`config.mk`:
```
export PLATFORM = sky130hd
export DESIGN_NAME = ffwm_ram
export DESIGN_NICKNAME = d
export VERILOG_FILES = /design/src/rtl/ffwm_ram.sv
export SDC_FILE = /design/constraint.sdc
export NUM_CORES = 1
export LEC_CHECK = 0
export CELL_PAD_IN_SITES_DETAIL_PLACEMENT = 0
export CELL_PAD_IN_SITES_GLOBAL_PLACEMENT = 2
export CORE_MARGIN = 2
export CORE_UTILIZATION = 30
export CTS_BUF_LIST = sky130_fd_sc_hd__clkbuf_2 sky130_fd_sc_hd__clkbuf_4 sky130_fd_sc_hd__clkbuf_8
export DETAILED_ROUTE_END_ITERATION = 12
export DONT_BUFFER_PORTS = 1
export GPL_TIMING_DRIVEN = 0
export PLACE_DENSITY = 0.52
export SLEW_MARGIN = 10
export SYNTH_ARGS = -nofsm -noshare
export SYNTH_HDL_FRONTEND = slang
export SYNTH_SLANG_ARGS = --single-unit
export TNS_END_PERCENT = 10
```
`constraint.sdc`:
```
create_clock -name clk -period 9 [get_ports clk]
set_input_delay 1.8 -clock clk [delete_from_list [all_inputs] [get_ports clk]]
set_output_delay 1.8 -clock clk [all_outputs]
set_load 0.005 [all_outputs]
```
`src/rtl/ffwm_ram.sv`:
```
`timescale 1ns / 1ps
// ----------------------------------------------------------------------------
// Generic RAM
// One write port and one read port with registered read data.
// ----------------------------------------------------------------------------
module ffwm_ram #(
  parameter int WIDTH = 96,
  parameter int DEPTH = 8
) (
  input  logic                     clk,
  input  logic                     we,
  input  logic [$clog2(DEPTH)-1:0] waddr,
  input  logic [WIDTH-1:0]         wdata,
  input  logic [$clog2(DEPTH)-1:0] raddr,
  output logic [WIDTH-1:0]         rdata
);

  logic [WIDTH-1:0] mem [DEPTH];

  always_ff @(posedge clk) begin
    if (we) begin
      mem[waddr] <= wdata;
    end
    rdata <= mem[raddr];
  end

endmodule

```
== Word-level counts from Yosys, hierarchy flattened ==
Memories as Yosys holds them, arrays and structs flattened. A register that Yosys moved wholly into a read port is not among the register bits.
Index checks and enable logic that the tools add are counted.

* Register bits after elaboration: 0
* Bits in writable memories: 768
* Bits of input ports: 104
* Word-level logic and storage cells: 3
* Memories kept: 1

* Multiplexer cells: 2

{| class="wikitable"
|+ Memories
! name !! words !! width !! read ports !! clocked after memory_dff !! write ports !! RTL line !! source
|-
| mem || 8 || 96 || 1 || 1 || 1 || 18 || <nowiki>logic [WIDTH-1:0] mem [DEPTH];</nowiki>
|}

{| class="wikitable"
|+ Operators by type and width
! operator !! count
|-
| $mux W1 || 2
|}

== Depth between registers and ports, before layout ==
* Depth after elaboration: 2
* Mapped depth: 5

== Worst setup path before layout ==
OpenSTA, ideal clock, no wires.

* Kind: input to register
* From: in waddr[2]
* To: mem mem[0][0] (enable)
* Library setup time: 0.670 ns
* Arrival time: 8.474 ns
* Setup slack: -0.144 ns
* Stages: 2
* Path buffers: 0
* Cells stage by stage: nand2b_1 > nor3_1

{| class="wikitable"
|+ RTL lines
! element !! RTL line !! source
|-
| start, declared || 12 || <nowiki>input logic [$clog2(DEPTH)-1:0] waddr,</nowiki>
|-
| end, declared || 18 ||
|}

No word-level cell before the write port.

== Final worst setup path ==
* From: in raddr[1]
* To: reg rdata[67] (read register of mem)

{| class="wikitable"
|+ RTL lines
! element !! RTL line !! source
|-
| start, declared || 14 || <nowiki>input logic [$clog2(DEPTH)-1:0] raddr,</nowiki>
|-
| end, declared || 15 || <nowiki>output logic [WIDTH-1:0] rdata</nowiki>
|}

No word-level cell between the ends.

==> impl_metrics.ini <==
[floorplanning]
ioPinCount = 200
die_x_um = 324.4
die_h_um = 324.4
coreArea_um2 = 101700
rows = 117
start_util = 0.3028
die_area_um2 = 105300

[placement]
placed_cells = 2646
globalplace.congestion = 0.6663
dp_slack_ps = 4578
place_area_um2 = 33650
hpwl_mm = 44.44
io_buffer_count = 0

[sta]
tightest_slew_ps = 986.1
setup_slack_ps = 5528
max_slew_margin = 0.3426
fmax_mhz = 288.0
period_share = 0.3858
finalHoldViolations = 0
rsz0062_at_grt = false
final_max_slew_viol_count = 0
fin_skew_ps = 37.42
setup_tns_ps = 0
fin_hold_ws_ps = 646.2
setup_violations = 0
timing.final.crit_period_ps = 3472

[synthesis]
synth.avg_cell_area_um2 = 25.27
ys_seq_elements = 864
ys_types = 12
synth_nets = 1323
ys_seq_area_frac = 0.8110
synth_area_um2 = 30810
yosysWarnings = 0
synthCells = 1219

[clock_network]
cts_tree = yes
clk_latency_ps = 820
clock_path_buffers = 3
htreeDepth = 4
cts.sink_count = 864
cts_buffers = 153
cts_root_buf = clkbuf_8
cts_hold_buffers = 0
clkSlewWorstSetupHoldPaths_ps = 60
post_cts_resized = 0
cts_setup_buffers = 0

[grt]
antenna_found_initial = 3
track_usage = 0.1383
grt_max_degree = 21
overflow = 0
first_global_vias = 14870
grt_first_pass_wirelength_mm = 104.4

[drt]
first_iter_violations = 826
antenna_left = 0
drt-wirelength-per-cell_um = 24.61
wl_mm = 72.16
drtPass1Iterations = 4
viasPerCell = 4.500
vias = 13200
drc = 0

[layout]
final_common_cell = edfxtp_1
fin_area_um2 = 36930
finish.net_count = 1537
drive_gt1_frac = 0.4136
layout_common_cells = 768 x edfxtp_1, 192 x mux4_2, 175 x clkbuf_8
syn_to_final_growth_pct = 19.87
fin_cells = 2932

[critical_path]
r2r_cells = 2
path_max_fanout = 10
cp-end-kind = flop
timing.rr.start = mem[2][79]$_DFFE_PP_
cp.required_ps = 9670
reg2reg_slack_ps = 7720
reg2reg_to = rdata[79]$_DFF_P_
cp-start-kind = input pin
crit_type = in -> reg
cp.arrival_ps = 4140

[run]
drv_cap = 0

[power_and_ir_drop]
power_density_nw_per_um2 = 236.3
ir_drop_uv = 106.3
p_leak_uw = 0.01179

[min_path]
min_to = rdata[8]$_DFF_P_
hold_path_class = reg -> reg
whs_path_depth = 2
worstHoldStart = mem[2][8]$_DFFE_PP_

[status]
status = completed
-- logic make-up after synthesis --
group / share of synthesized area
buf+inv: 0.01162
flops: 0.8110
mux: 0.1755
simple gates: 0.001909
-- final cells by class --
| type | instances | area [µm²] |
|---|---|---|
| Clock inverter | 46 | 389.1 |
| Tap cell | 1368 | 1712 |
| Sequential cell | 864 | 24980 |
| Fill cell | 9288 | 64820 |
| Buffer | 54 | 357.8 |
| Timing Repair Buffer | 59 | 1071 |
| Multi-Input combinational cell | 301 | 5525 |
| Antenna cell | 2 | 5.005 |
| Clock buffer | 238 | 2882 |
-- worst max-delay path, stage by stage --
cell and delay (ps):
clkbuf_1 700, buf_2 470, clkbuf_1 710, mux2_2 440
-- Yosys cell counts --
cell	n	share of area
nand2_1	2	0.00024
edfxtp_1	768	0.75
nand2b_1	3	0.00061
mux4_2	192	0.14
nor2_1	6	0.00073
dfxtp_1	96	0.062
nor3_1	2	0.00032
buf_2	4	0.00065
buf_1	10	0.0012
buf_6	20	0.0073
mux2_2	96	0.035
clkbuf_1	20	0.0024
-- stage by stage --
stage,power (µW),utilization
floorplan,4898,-
global placement,5041,0.3197
detailed placement,5049,0.3307
CTS,8893,0.3629
global route,9089,0.3629
finish,8724,0.3629
-- power breakdown --
part / switching [µW] / internal [µW]
Combinational: 176 / 183
Sequential: 55.3 / 4540
Clock: 1630 / 2140
-- layer usage --
metal	track usage	share of wire	vias up	wire length [µm]
met3	0.05105	0.071	147	5159
li1	-	-	5625	-
met4	0.04924	0.025	2	1821
met5	0	0.00018	-	13
met1	0.1715	0.43	7076	30810
met2	0.2218	0.48	345	34350
-- registers in the layout, summed over array words and instances, names as in the netlist --
signal  count
rdata      96
mem       768
-- worst max path at each step --
stage | to | cells after the start | slack (ps) | startpoint
3_5_place_dp | rdata[79]$_DFF_P_ | 4 | 4580 | raddr[1]
3_3_place_gp | mem[4][88]$_DFFE_PP_ | 1 | -9150 | waddr[0]
5_1_grt | rdata[67]$_DFF_P_ | 4 | 5430 | raddr[1]
6_report | rdata[67]$_DFF_P_ | 4 | 5530 | raddr[1]
2_1_floorplan | mem[4][0]$_DFFE_PP_ | 1 | -120 | waddr[0]
4_1_cts | rdata[67]$_DFF_P_ | 4 | 5420 | raddr[1]
No activity file was read; power rests on OpenSTA's default activity.
