===== src/rtl/ffwm_pkg.sv =====
`timescale 1ns / 1ps
// ----------------------------------------------------------------------------
// Filament flow window monitor package
// Shared types and constants: word kinds, divider request and response,
// and the layout of one bucket entry in the bucket memory.
// ----------------------------------------------------------------------------
package ffwm_pkg;

  typedef enum logic [1:0] {
    KIND_UPDATE = 2'd0,
    KIND_PULSE  = 2'd1,
    KIND_TICK   = 2'd2,
    KIND_CLEAR  = 2'd3
  } kind_t;

  localparam int DIV_W  = 48;
  localparam int DVSR_W = 32;

  localparam logic [31:0] U32_MAX    = 32'hFFFF_FFFF;
  localparam logic [14:0] RATIO_MAX  = 15'd24576;
  localparam logic [31:0] MIN_DUR_MS = 32'd250;
  localparam logic [15:0] MS_PER_S   = 16'd1000;

  typedef struct packed {
    logic              start;
    logic [DIV_W-1:0]  dividend;
    logic [DVSR_W-1:0] divisor;
  } div_req_t;

  typedef struct packed {
    logic              done;
    logic [DIV_W-1:0]  quot;
  } div_rsp_t;

  typedef struct packed {
    logic [31:0] start_ms;
    logic [31:0] act_um;
    logic [31:0] exp_um;
  } bucket_t;

endpackage


===== src/rtl/ffwm_div.sv =====
`timescale 1ns / 1ps
// ----------------------------------------------------------------------------
// Serial divider
// Restoring division, one quotient bit per cycle, with a one-cycle done pulse.
// ----------------------------------------------------------------------------
module ffwm_div (
  input  logic               clk,
  input  logic               rst,
  input  ffwm_pkg::div_req_t req,
  output ffwm_pkg::div_rsp_t rsp
);
  import ffwm_pkg::*;

  localparam int CNT_W = $clog2(DIV_W);

  logic              busy;
  logic              done;
  logic [CNT_W-1:0]  cnt;
  logic [DIV_W-1:0]  quot;
  logic [DVSR_W-1:0] rem;
  logic [DVSR_W-1:0] dvsr;
  logic [DVSR_W:0]   shifted;
  logic [DVSR_W:0]   diff;
  logic              ge;

  always_comb begin
    shifted = {rem, quot[DIV_W-1]};
    diff    = shifted - {1'b0, dvsr};
    ge      = shifted >= {1'b0, dvsr};
  end

  always_ff @(posedge clk) begin
    if (rst) begin
      busy <= 1'b0;
      done <= 1'b0;
      cnt  <= '0;
    end else begin
      done <= 1'b0;
      if (req.start && !busy) begin
        busy <= 1'b1;
        cnt  <= '0;
        quot <= req.dividend;
        rem  <= '0;
        dvsr <= req.divisor;
      end else if (busy) begin
        quot <= {quot[DIV_W-2:0], ge};
        rem  <= ge ? diff[DVSR_W-1:0] : shifted[DVSR_W-1:0];
        cnt  <= cnt + 1'b1;
        if (cnt == CNT_W'(DIV_W - 1)) begin
          busy <= 1'b0;
          done <= 1'b1;
        end
      end
    end
  end

  assign rsp = '{done: done, quot: quot};

endmodule


===== config.mk =====
export PLATFORM = sky130hd
export DESIGN_NAME = ffwm_div
export DESIGN_NICKNAME = d
export VERILOG_FILES = /design/src/rtl/ffwm_pkg.sv /design/src/rtl/ffwm_div.sv
export SDC_FILE = /design/constraint.sdc
export NUM_CORES = 1
export LEC_CHECK = 0
export BUFFER_PORTS_ARGS = -buffer_cell sky130_fd_sc_hd__buf_4
export CORE_AREA = 2 2 115 117
export CTS_CLUSTER_DIAMETER = 50
export CTS_CLUSTER_SIZE = 25
export DETAILED_ROUTE_END_ITERATION = 7
export DIE_AREA = 0 0 117 119
export PLACE_DENSITY = 0.78
export SLEW_MARGIN = 20
export SYNTH_ARGS = -nofsm -noshare
export SYNTH_HDL_FRONTEND = slang
export SYNTH_SLANG_ARGS = --single-unit

===== constraint.sdc =====
create_clock -name clk -period 11.5 [get_ports clk]
set_input_delay 0.575 -clock clk [delete_from_list [all_inputs] [get_ports clk]]
set_output_delay 0.575 -clock clk [all_outputs]
set_load 0.01 [all_outputs]

; After elaboration in Yosys (flattened, before gate mapping)
; Cells that the tools add are included.
[totals]
inputBits = 83
word_cells = 27
reg_bits = 120
out_inout_bits = 49
[classes]
n_bitwise = 2
reduce_logical = 7
muxes = 8
addsub = 2
n_eq_ne = 1
magnitude_cmp = 1
[ops]
columns = cell, count
row1 = 48-bit two-way mux, 2
row2 = 32-bit two-way mux, 2
row3 = 33-bit by 32-bit >= comparator with 1-bit output, 1
row4 = 32-bit subtractor, 1
row5 = "6-bit by 1-bit adder with 6-bit output, second input constant", 1
row6 = "6-bit == test, second input constant", 1
row7 = 1-bit two-way mux, 4
row8 = 2-bit AND reduction, 2
row9 = 3-bit OR reduction, 1
row10 = 1-bit inverter, 2
row11 = 2-bit nonzero test, 1
row12 = 2-bit OR reduction, 1
row13 = 1-bit logical AND, 1
row14 = 1-bit logical NOT, 1

; Logic depth before layout (Yosys ltp)
; Gate-level depths: netlist of the first run.
[logic_depth]
depth_word = 4
ltp_mapped = 12
depth_no_buf = 11

; Least setup slack after synthesis of the first run
; No wires, ideal clock.
[synth_timing]
kind = reg2reg
from = register busy
to = register quot[0], enable pin
path_stages_with_launch = 4
n_path_buf = 1
setup_slack_ns = 7.003
required_ns = 10.981
setup_ns = 0.519
period_less_slack_ns = 4.497
arrival_ns = 3.978
path_cell_list = dfxtp_1 -> clkbuf_1 -> nor2_1 -> nor2_1
[synth_via]
elab_chain_cells = 4
[synth_lines]
columns = item, line
row1 = "start, declared", ffwm_div.sv:16  ; logic busy;
row2 = "start signal, assigned", ffwm_div.sv:34  ; busy <= 1'b0;
row3 = "start signal, assigned", ffwm_div.sv:40  ; busy <= 1'b1;
row4 = "start signal, assigned", ffwm_div.sv:50  ; busy <= 1'b0;
row5 = 1-bit logical NOT, ffwm_div.sv:39  ; if (req.start && !busy) begin
row6 = 1-bit logical AND, ffwm_div.sv:39
row7 = 2-bit nonzero test (no source line) (*), --
row8 = 2-bit AND reduction (no source line) (*), --
row9 = "end signal, assigned", ffwm_div.sv:42  ; quot <= req.dividend;
row10 = "end signal, assigned", ffwm_div.sv:46  ; quot <= {quot[DIV_W-2:0], ge};
row11 = "end, declared", ffwm_div.sv:19  ; logic [DIV_W-1:0] quot;
; Every way passes the cells marked *; elsewhere a longest branch is shown, timed or not.
; A chain may end at the register's enable or synchronous reset.

; Worst setup path in the final report of the first run
[layout_timing]
from = register rem[17]
to = register rem[28], data pin
[layout_via]
elab_chain_cells = 3
elab_cells_between_ends = 4
classes_between = add/sub (1) / order compare (1) / mux (2)
[layout_lines]
columns = item, line
row1 = "start, declared", ffwm_div.sv:20  ; logic [DVSR_W-1:0] rem;
row2 = "start signal, assigned", ffwm_div.sv:47  ; rem <= ge ? diff[DVSR_W-1:0] : shifted[DVSR_W-1:0];
row3 = 32-bit subtractor / 33-bit by 32-bit >= comparator with 1-bit output (equally long branches), "ffwm_div.sv:28, ffwm_div.sv:29"
row4 = 32-bit two-way mux (*), ffwm_div.sv:47
row5 = 32-bit two-way mux (*), ffwm_div.sv:45  ; end else if (busy) begin
; Every way passes the cells marked *; elsewhere a longest branch is shown, timed or not. The select of a mux whose other input is x is not followed.

==> results of run 1 <==
[registers in the layout, indices dropped and copies added, names as in the netlist]
signal	count
quot	48
dvsr	32
rem	32
cnt	6
busy	1
done	1
[worst max-delay path: stages (launching register included)]
cell and delay [ps]:
sky130_fd_sc_hd__edfxtp_1 420, sky130_fd_sc_hd__ha_1 380, sky130_fd_sc_hd__a21o_1 190, sky130_fd_sc_hd__a21o_1 180
sky130_fd_sc_hd__a2111oi_2 350, sky130_fd_sc_hd__o32ai_1 170, sky130_fd_sc_hd__o211ai_2 240, sky130_fd_sc_hd__nand2_2 640
sky130_fd_sc_hd__and3_1 450, sky130_fd_sc_hd__nor3_1 200
[placed cells by master, fill, tap and decap left out, types with 5 or more instances in the layout]
cell type / instances
sky130_fd_sc_hd__nor2b_1: 5
sky130_fd_sc_hd__o22ai_1: 5
sky130_fd_sc_hd__nor3_1: 11
sky130_fd_sc_hd__dfxtp_1: 8
sky130_fd_sc_hd__ha_1: 33
sky130_fd_sc_hd__a31oi_1: 7
sky130_fd_sc_hd__buf_4: 134
sky130_fd_sc_hd__xnor2_1: 18
sky130_fd_sc_hd__a211oi_2: 5
sky130_fd_sc_hd__nor2_1: 52
sky130_fd_sc_hd__o21a_1: 9
sky130_fd_sc_hd__nand3_1: 8
sky130_fd_sc_hd__clkbuf_16: 17
sky130_fd_sc_hd__nand2_1: 176
sky130_fd_sc_hd__mux2i_1: 17
sky130_fd_sc_hd__clkinv_2: 5
sky130_fd_sc_hd__inv_1: 42
sky130_fd_sc_hd__nand4_1: 9
sky130_fd_sc_hd__edfxtp_1: 112
sky130_fd_sc_hd__a21o_1: 12
sky130_fd_sc_hd__o21ai_0: 10
sky130_fd_sc_hd__a21oi_1: 33
sky130_fd_sc_hd__xor2_1: 8
[where the power goes]
part	internal, mW	leakage [nW]	total (mW)	switching (mW)
Clock	0.344	0.288	0.539	0.195
Combinational	0.139	2.33	0.321	0.183
Sequential	0.527	1.13	0.547	0.0202
[final cells by class]
class / count / area [um^2]
clock buffer: 19 / 442.9
clock inverter: 13 / 155.1
fill: 1022 / 4364
inverter: 42 / 157.7
multi-input combinational: 488 / 3005
sequential: 120 / 3523
tap: 176 / 220.2
timing repair buffer: 134 / 1006
[through the flow]
stage                     utilization, %  cell area [um^2]  hold slack [ps]  worst slack, ps
final                              66.10              8511            325.5             8088
after CTS                          66.10              8511            313.9             8077
after global routing               66.10              8511            308.0             7859
after floorplan                        -              6818            453.4             7003
after global placement             61.46              7913            466.9             8185
after detailed placement           61.46              7913            485.7             8127
[worst max-delay path by stage]
| stage | startpoint | end | slack [ps] | cells past startpoint |
|---|---|---|---|---|
| detailed placement | rem[17] | rem[28] | 8130 | 9 |
| CTS | rem[17] | rem[28] | 8080 | 9 |
| finish | rem[17] | rem[28] | 8090 | 9 |
| floorplan | busy | quot[0] | 7000 | 3 |
| global route | dvsr[20] | rem[21] | 7860 | 10 |
| global placement | rem[17] | rem[28] | 8180 | 9 |
[kinds of logic after synthesis]
logic type,after synthesis
XOR/XNOR,26
multiplexers,17
adder cells (fa/ha/maj),34
AND/OR/NAND/NOR,292
flip-flops,120
AO/OA/AOI/OAI,119
buffers and inverters,70
[layer usage]
| layer | GRT usage [%] | vias up | wire length (um) |
|---|---|---|---|
| met4 | 10.00 | 0 | 335 |
| met2 | 39.38 | 230 | 7856 |
| met1 | 31.09 | 2576 | 6642 |
| met5 | 0 | - | 0 |
| li1 | - | 2635 | - |
| met3 | 8.855 | 33 | 1412 |
==> impl_metrics.json, run 1 <==
{
  "run_status": "completed",
  "first_pass_iters": 4,
  "instances_no_fill": 992,
  "core-area_um2": 12870,
  "ctsHtreeMaxLevel": 4,
  "hp-start": "req[0]",
  "gr-total-overflow": 0,
  "synth_largest_type_area_fraction_pct": 49.33,
  "drt_first_iter_violations": 396,
  "cell_area_after_technology_mapping_um2": 6818,
  "postSynthNetCount": 795,
  "compound_gate_portion_of_the_synthesized_area_pct": 12.96,
  "hold_path_end": "dvsr[0]",
  "cts_tree": "done",
  "post_synth_arst_share_pct": 0,
  "timing.setup.critical_path_class": "register to register",
  "final_report_setup_violation_count": 0,
  "worst_skew_pair.late_latency_ps": 420,
  "crit_path_end_kind": "register",
  "worst-path-max-fanout": 42,
  "synth.ff_latch_count": 120,
  "final_min_period_over_clock_period_pct": 29.67,
  "r2r.worst_path.cells": 9,
  "pwr_density_cell_nw_per_um2": 165.3,
  "synth.area.mux_share_pct": 2.496,
  "io_buffer_count": 131,
  "synthTopCellsByArea": "sky130_fd_sc_hd__edfxtp_1, sky130_fd_sc_hd__nand2_1, sky130_fd_sc_hd__ha_1, sky130_fd_sc_hd__nor2_1, sky130_fd_sc_hd__mux2i_1",
  "hold_path_depth": 1,
  "ys_dominant_reg_cell": "sky130_fd_sc_hd__edfxtp_1",
  "netlist_top_cells_count": "sky130_fd_sc_hd__nand2_1, sky130_fd_sc_hd__edfxtp_1, sky130_fd_sc_hd__nor2_1",
  "grt_start_max_net_pins": 81,
  "synth_top_cell_by_area": "sky130_fd_sc_hd__edfxtp_1",
  "hold_buffers": 0,
  "syn2layout_area_growth_pct": 24.83,
  "cp_data_required_time_ps": 11750,
  "post_synth.cell_area_avg_um2": 10.06,
  "detail-route-antenna-nets": 0,
  "worst-r2r-setup-slack_ps": 8090,
  "nNetsFinal": 920,
  "worstHoldPathType": "input pin to register",
  "vias_per_cell": 5.518,
  "antenna_cells": 0,
  "initial_utilization_pct": 52.95,
  "worst_pin_slew_ps": 1066,
  "total_leakage_power_nw": 3.756,
  "cts.repair_timing.setup_buffer_count": 0,
  "number_of_buffers_created_by_cts": 17,
  "synth_edf_count": 112,
  "ctsRootBufferMaster": "sky130_fd_sc_hd__clkbuf_16",
  "grt_util_all_layers_pct": 24.93,
  "hold_viol_final": 0,
  "post_route_cells_drive_above_1_share_pct": 23.41,
  "total_wire_length_after_detailed_routing_um": 16250,
  "clkTransAtPathRegs_ps": 60,
  "fmaxAchievable_mhz": 293.1,
  "arrival_ps": 3660,
  "antenna_violations_before_repair": 0,
  "r2r-start": "rem[17]",
  "fin_total_pwr_mw": 1.407,
  "worst_slew_margin_rel_pct": 28.67,
  "ctsResizeCount": 0,
  "placementRows": 42,
  "fin_tns_setup_ps": 0,
  "place_congestion": 0.8906,
  "floorplan.die.width_um": 117,
  "yosysWarnings": 0,
  "synthAdderAreaFrac_pct": 6.350,
  "crit-reg2reg-capture": "rem[28]",
  "vias_in_the_first_global_route": 5576,
  "slew_violations": 0,
  "synth_most_common_cell": "sky130_fd_sc_hd__nand2_1",
  "grt_setup_unrepaired": "no",
  "placedCellCount": 960,
  "postSynthCellCount": 678,
  "vdd_drop_max_uv": 105.6,
  "crit_path_start_kind": "register",
  "grt_first_pass_wirelength_um": 26830,
  "synth_top_family_by_area": "simple AND/OR/NAND/NOR gates",
  "clock_sinks": 120,
  "die_height_um": 119,
  "final_period_minus_worst_setup_slack_ps": 3412,
  "synth_cell_types": 62,
  "ctsLongestPathBuffers": 2,
  "synth-seq-area-share_pct": 51.68,
  "post_synth_xor_area_fraction_pct": 3.340,
  "floorplan.io_pins": 132,
  "worst_clock_skew_ps": 8.752,
  "floorplan.die_area_um2": 13920,
  "drcViolationCount": 0,
  "synth_simple_gate_area_share_pct": 18.57,
  "wl_per_cell_um": 16.38,
  "vias": 5474,
  "cap_violations": 0,
  "dpl.hpwl_um": 11270
}
Power figures use the tool's default switching activity.
==> inputs of run 2 (changes only) <==
--- a/config.mk
+++ b/config.mk
@@ -6,12 +6,12 @@
 export NUM_CORES = 1
 export LEC_CHECK = 0
 export BUFFER_PORTS_ARGS = -buffer_cell sky130_fd_sc_hd__buf_4
-export CORE_AREA = 2 2 115 117
+export CORE_AREA = 2 2 119 121
 export CTS_CLUSTER_DIAMETER = 50
 export CTS_CLUSTER_SIZE = 25
 export DETAILED_ROUTE_END_ITERATION = 7
-export DIE_AREA = 0 0 117 119
-export PLACE_DENSITY = 0.78
+export DIE_AREA = 0 0 121 123
+export PLACE_DENSITY = 0.76
 export SLEW_MARGIN = 20
 export SYNTH_ARGS = -nofsm -noshare
 export SYNTH_HDL_FRONTEND = slang
==> constraint.sdc (replaced) <==
create_clock -name clk -period 3 [get_ports clk]
set_input_delay 0.15 -clock clk [delete_from_list [all_inputs] [get_ports clk]]
set_output_delay 0.15 -clock clk [all_outputs]
set_load 0.01 [all_outputs]
==> impl_metrics.json, run 2 (synthesis results as in run 1) <==
{
  "run_status": "completed",
  "grt_setup_unrepaired": "yes",
  "arrival_ps": 3030,
  "grt_first_pass_wirelength_um": 30590,
  "crit_end": "rem[28]",
  "wl_per_cell_um": 17.34,
  "worstHoldPathType": "input pin to register",
  "final_min_period_over_clock_period_pct": 95.42,
  "instances_no_fill": 1090,
  "core-area_um2": 13610,
  "timing.setup.critical_path_class": "register to register",
  "clock_sinks": 120,
  "worst_pin_slew_ps": 1003,
  "io_buffer_count": 131,
  "vias_in_the_first_global_route": 6218,
  "total_leakage_power_nw": 4.174,
  "r2r.worst_path.cells": 11,
  "layout.cells.most_common_list": "sky130_fd_sc_hd__nand2_1, sky130_fd_sc_hd__buf_4, sky130_fd_sc_hd__edfxtp_1",
  "first_pass_iters": 5,
  "final_report_setup_violation_count": 0,
  "crit_path_start": "quot[47]",
  "grt_util_all_layers_pct": 26.59,
  "place_congestion": 0.9344,
  "ctsRootBufferMaster": "sky130_fd_sc_hd__clkbuf_16",
  "initial_utilization_pct": 50.09,
  "slew_violations": 0,
  "dpl.hpwl_um": 12170,
  "worst_skew_pair.late_latency_ps": 420,
  "cap_violations": 0,
  "fin_tns_setup_ps": 0,
  "number_of_buffers_created_by_cts": 17,
  "nNetsFinal": 1014,
  "placedCellCount": 980,
  "total_wire_length_after_detailed_routing_um": 18900,
  "detail-route-antenna-nets": 0,
  "largest_register_ff_count": 48,
  "cts_tree": "done",
  "ctsHtreeMaxLevel": 4,
  "antenna_violations_before_repair": 0,
  "floorplan.die.width_um": 121,
  "worst_slew_margin_rel_pct": 32.96,
  "post_route_cells_drive_above_1_share_pct": 23.96,
  "pwr_density_cell_nw_per_um2": 586.0,
  "worst-r2r-setup-slack_ps": 140,
  "vias": 6045,
  "post-route-worst-setup-slack_ps": 137.5,
  "antenna_cells": 0,
  "vias_per_cell": 5.546,
  "r2r-start": "quot[47]",
  "fin_total_pwr_mw": 5.543,
  "final_period_minus_worst_setup_slack_ps": 2863,
  "cp_data_required_time_ps": 3170,
  "drcViolationCount": 0,
  "syn2layout_area_growth_pct": 38.76,
  "floorplan.io_pins": 132,
  "most_common_cell_after_layout_fill_and_taps_aside": "sky130_fd_sc_hd__nand2_1",
  "vdd_drop_max_uv": 407.2,
  "most_flops_register": "quot",
  "largest_registers": "quot x48, dvsr x32, rem x32",
  "ctsLongestPathBuffers": 2,
  "dp_worst_setup_slack_ps": 25.12,
  "fmaxAchievable_mhz": 349.3,
  "die_height_um": 123,
  "floorplan.die_area_um2": 14880,
  "crit_path_end_kind": "register",
  "crit_path_start_kind": "register",
  "crit-reg2reg-capture": "rem[28]",
  "worst-path-max-fanout": 5,
  "gr-total-overflow": 0,
  "clkTransAtPathRegs_ps": 60,
  "hold_viol_final": 0,
  "placementRows": 43,
  "grt_start_max_net_pins": 45,
  "worst_clock_skew_ps": 10.27,
  "drt_first_iter_violations": 447
}
==> run 2: power breakdown <==
group / switching [mW] / leakage [nW] / internal, mW
clock: 0.791 / 0.287 / 1.25
sequential: 0.0793 / 1.13 / 2.02
combinational: 0.763 / 2.75 / 0.645
==> run 2: worst min path at each step <==
stage,cells past startpoint,endpoint,slack (ps),from
final,3,quot[4],20,req[36]
after global routing,3,quot[1],20,req[33]
after CTS,3,quot[23],2,req[55]
after detailed placement,1,dvsr[19],330,req[19]
after global placement,1,dvsr[7],330,req[7]
after floorplan,1,done,220,rst
==> run 2: critical path: stages, from the launching register on <==
cell	delay, ps
sky130_fd_sc_hd__edfxtp_1	380
sky130_fd_sc_hd__inv_1	60
sky130_fd_sc_hd__ha_1	220
sky130_fd_sc_hd__fa_1	420
sky130_fd_sc_hd__nand2b_4	170
sky130_fd_sc_hd__a211oi_2	290
sky130_fd_sc_hd__o21ai_2	130
sky130_fd_sc_hd__a31oi_4	320
sky130_fd_sc_hd__a2111oi_4	120
sky130_fd_sc_hd__o31ai_2	260
sky130_fd_sc_hd__and3_1	190
sky130_fd_sc_hd__nor3_1	50
==> run 2: through the flow <==
stage	instance area [um^2]	hold slack [ps]	utilization (%)
after CTS	9400	2.310	69.06
after global placement	8063	328.0	59.23
final	9460	21.63	69.50
after detailed placement	8063	329.3	59.23
after floorplan	6825	221.6	-
after global routing	9460	22.58	69.50
==> run 2: metal layers <==
metal  wire length [um]  vias up  track usage (%)
met2               9120      302            43.96
met1               7587     2869            31.87
met5                  0        -                0
met3               1650       47            8.072
met4                544        0            12.57
li1                   -     2827                -
==> run 2: what timing repair did <==
action,CTS,global route
setup buffers,0,3
gates resized for setup,0,7
endpoints found under the setup margin,0,23
endpoints found under the hold margin,76,0
hold buffers,75,0
==> run 2: layout make-up <==
type	instances	area [um^2]
fillers	944	4151
flip-flops and latches	120	3523
inverters	42	157.7
repair buffers	228	1924
well taps	180	225.2
clock buffers	18	439.2
multi-input cells	488	3043
clock inverters	14	147.6
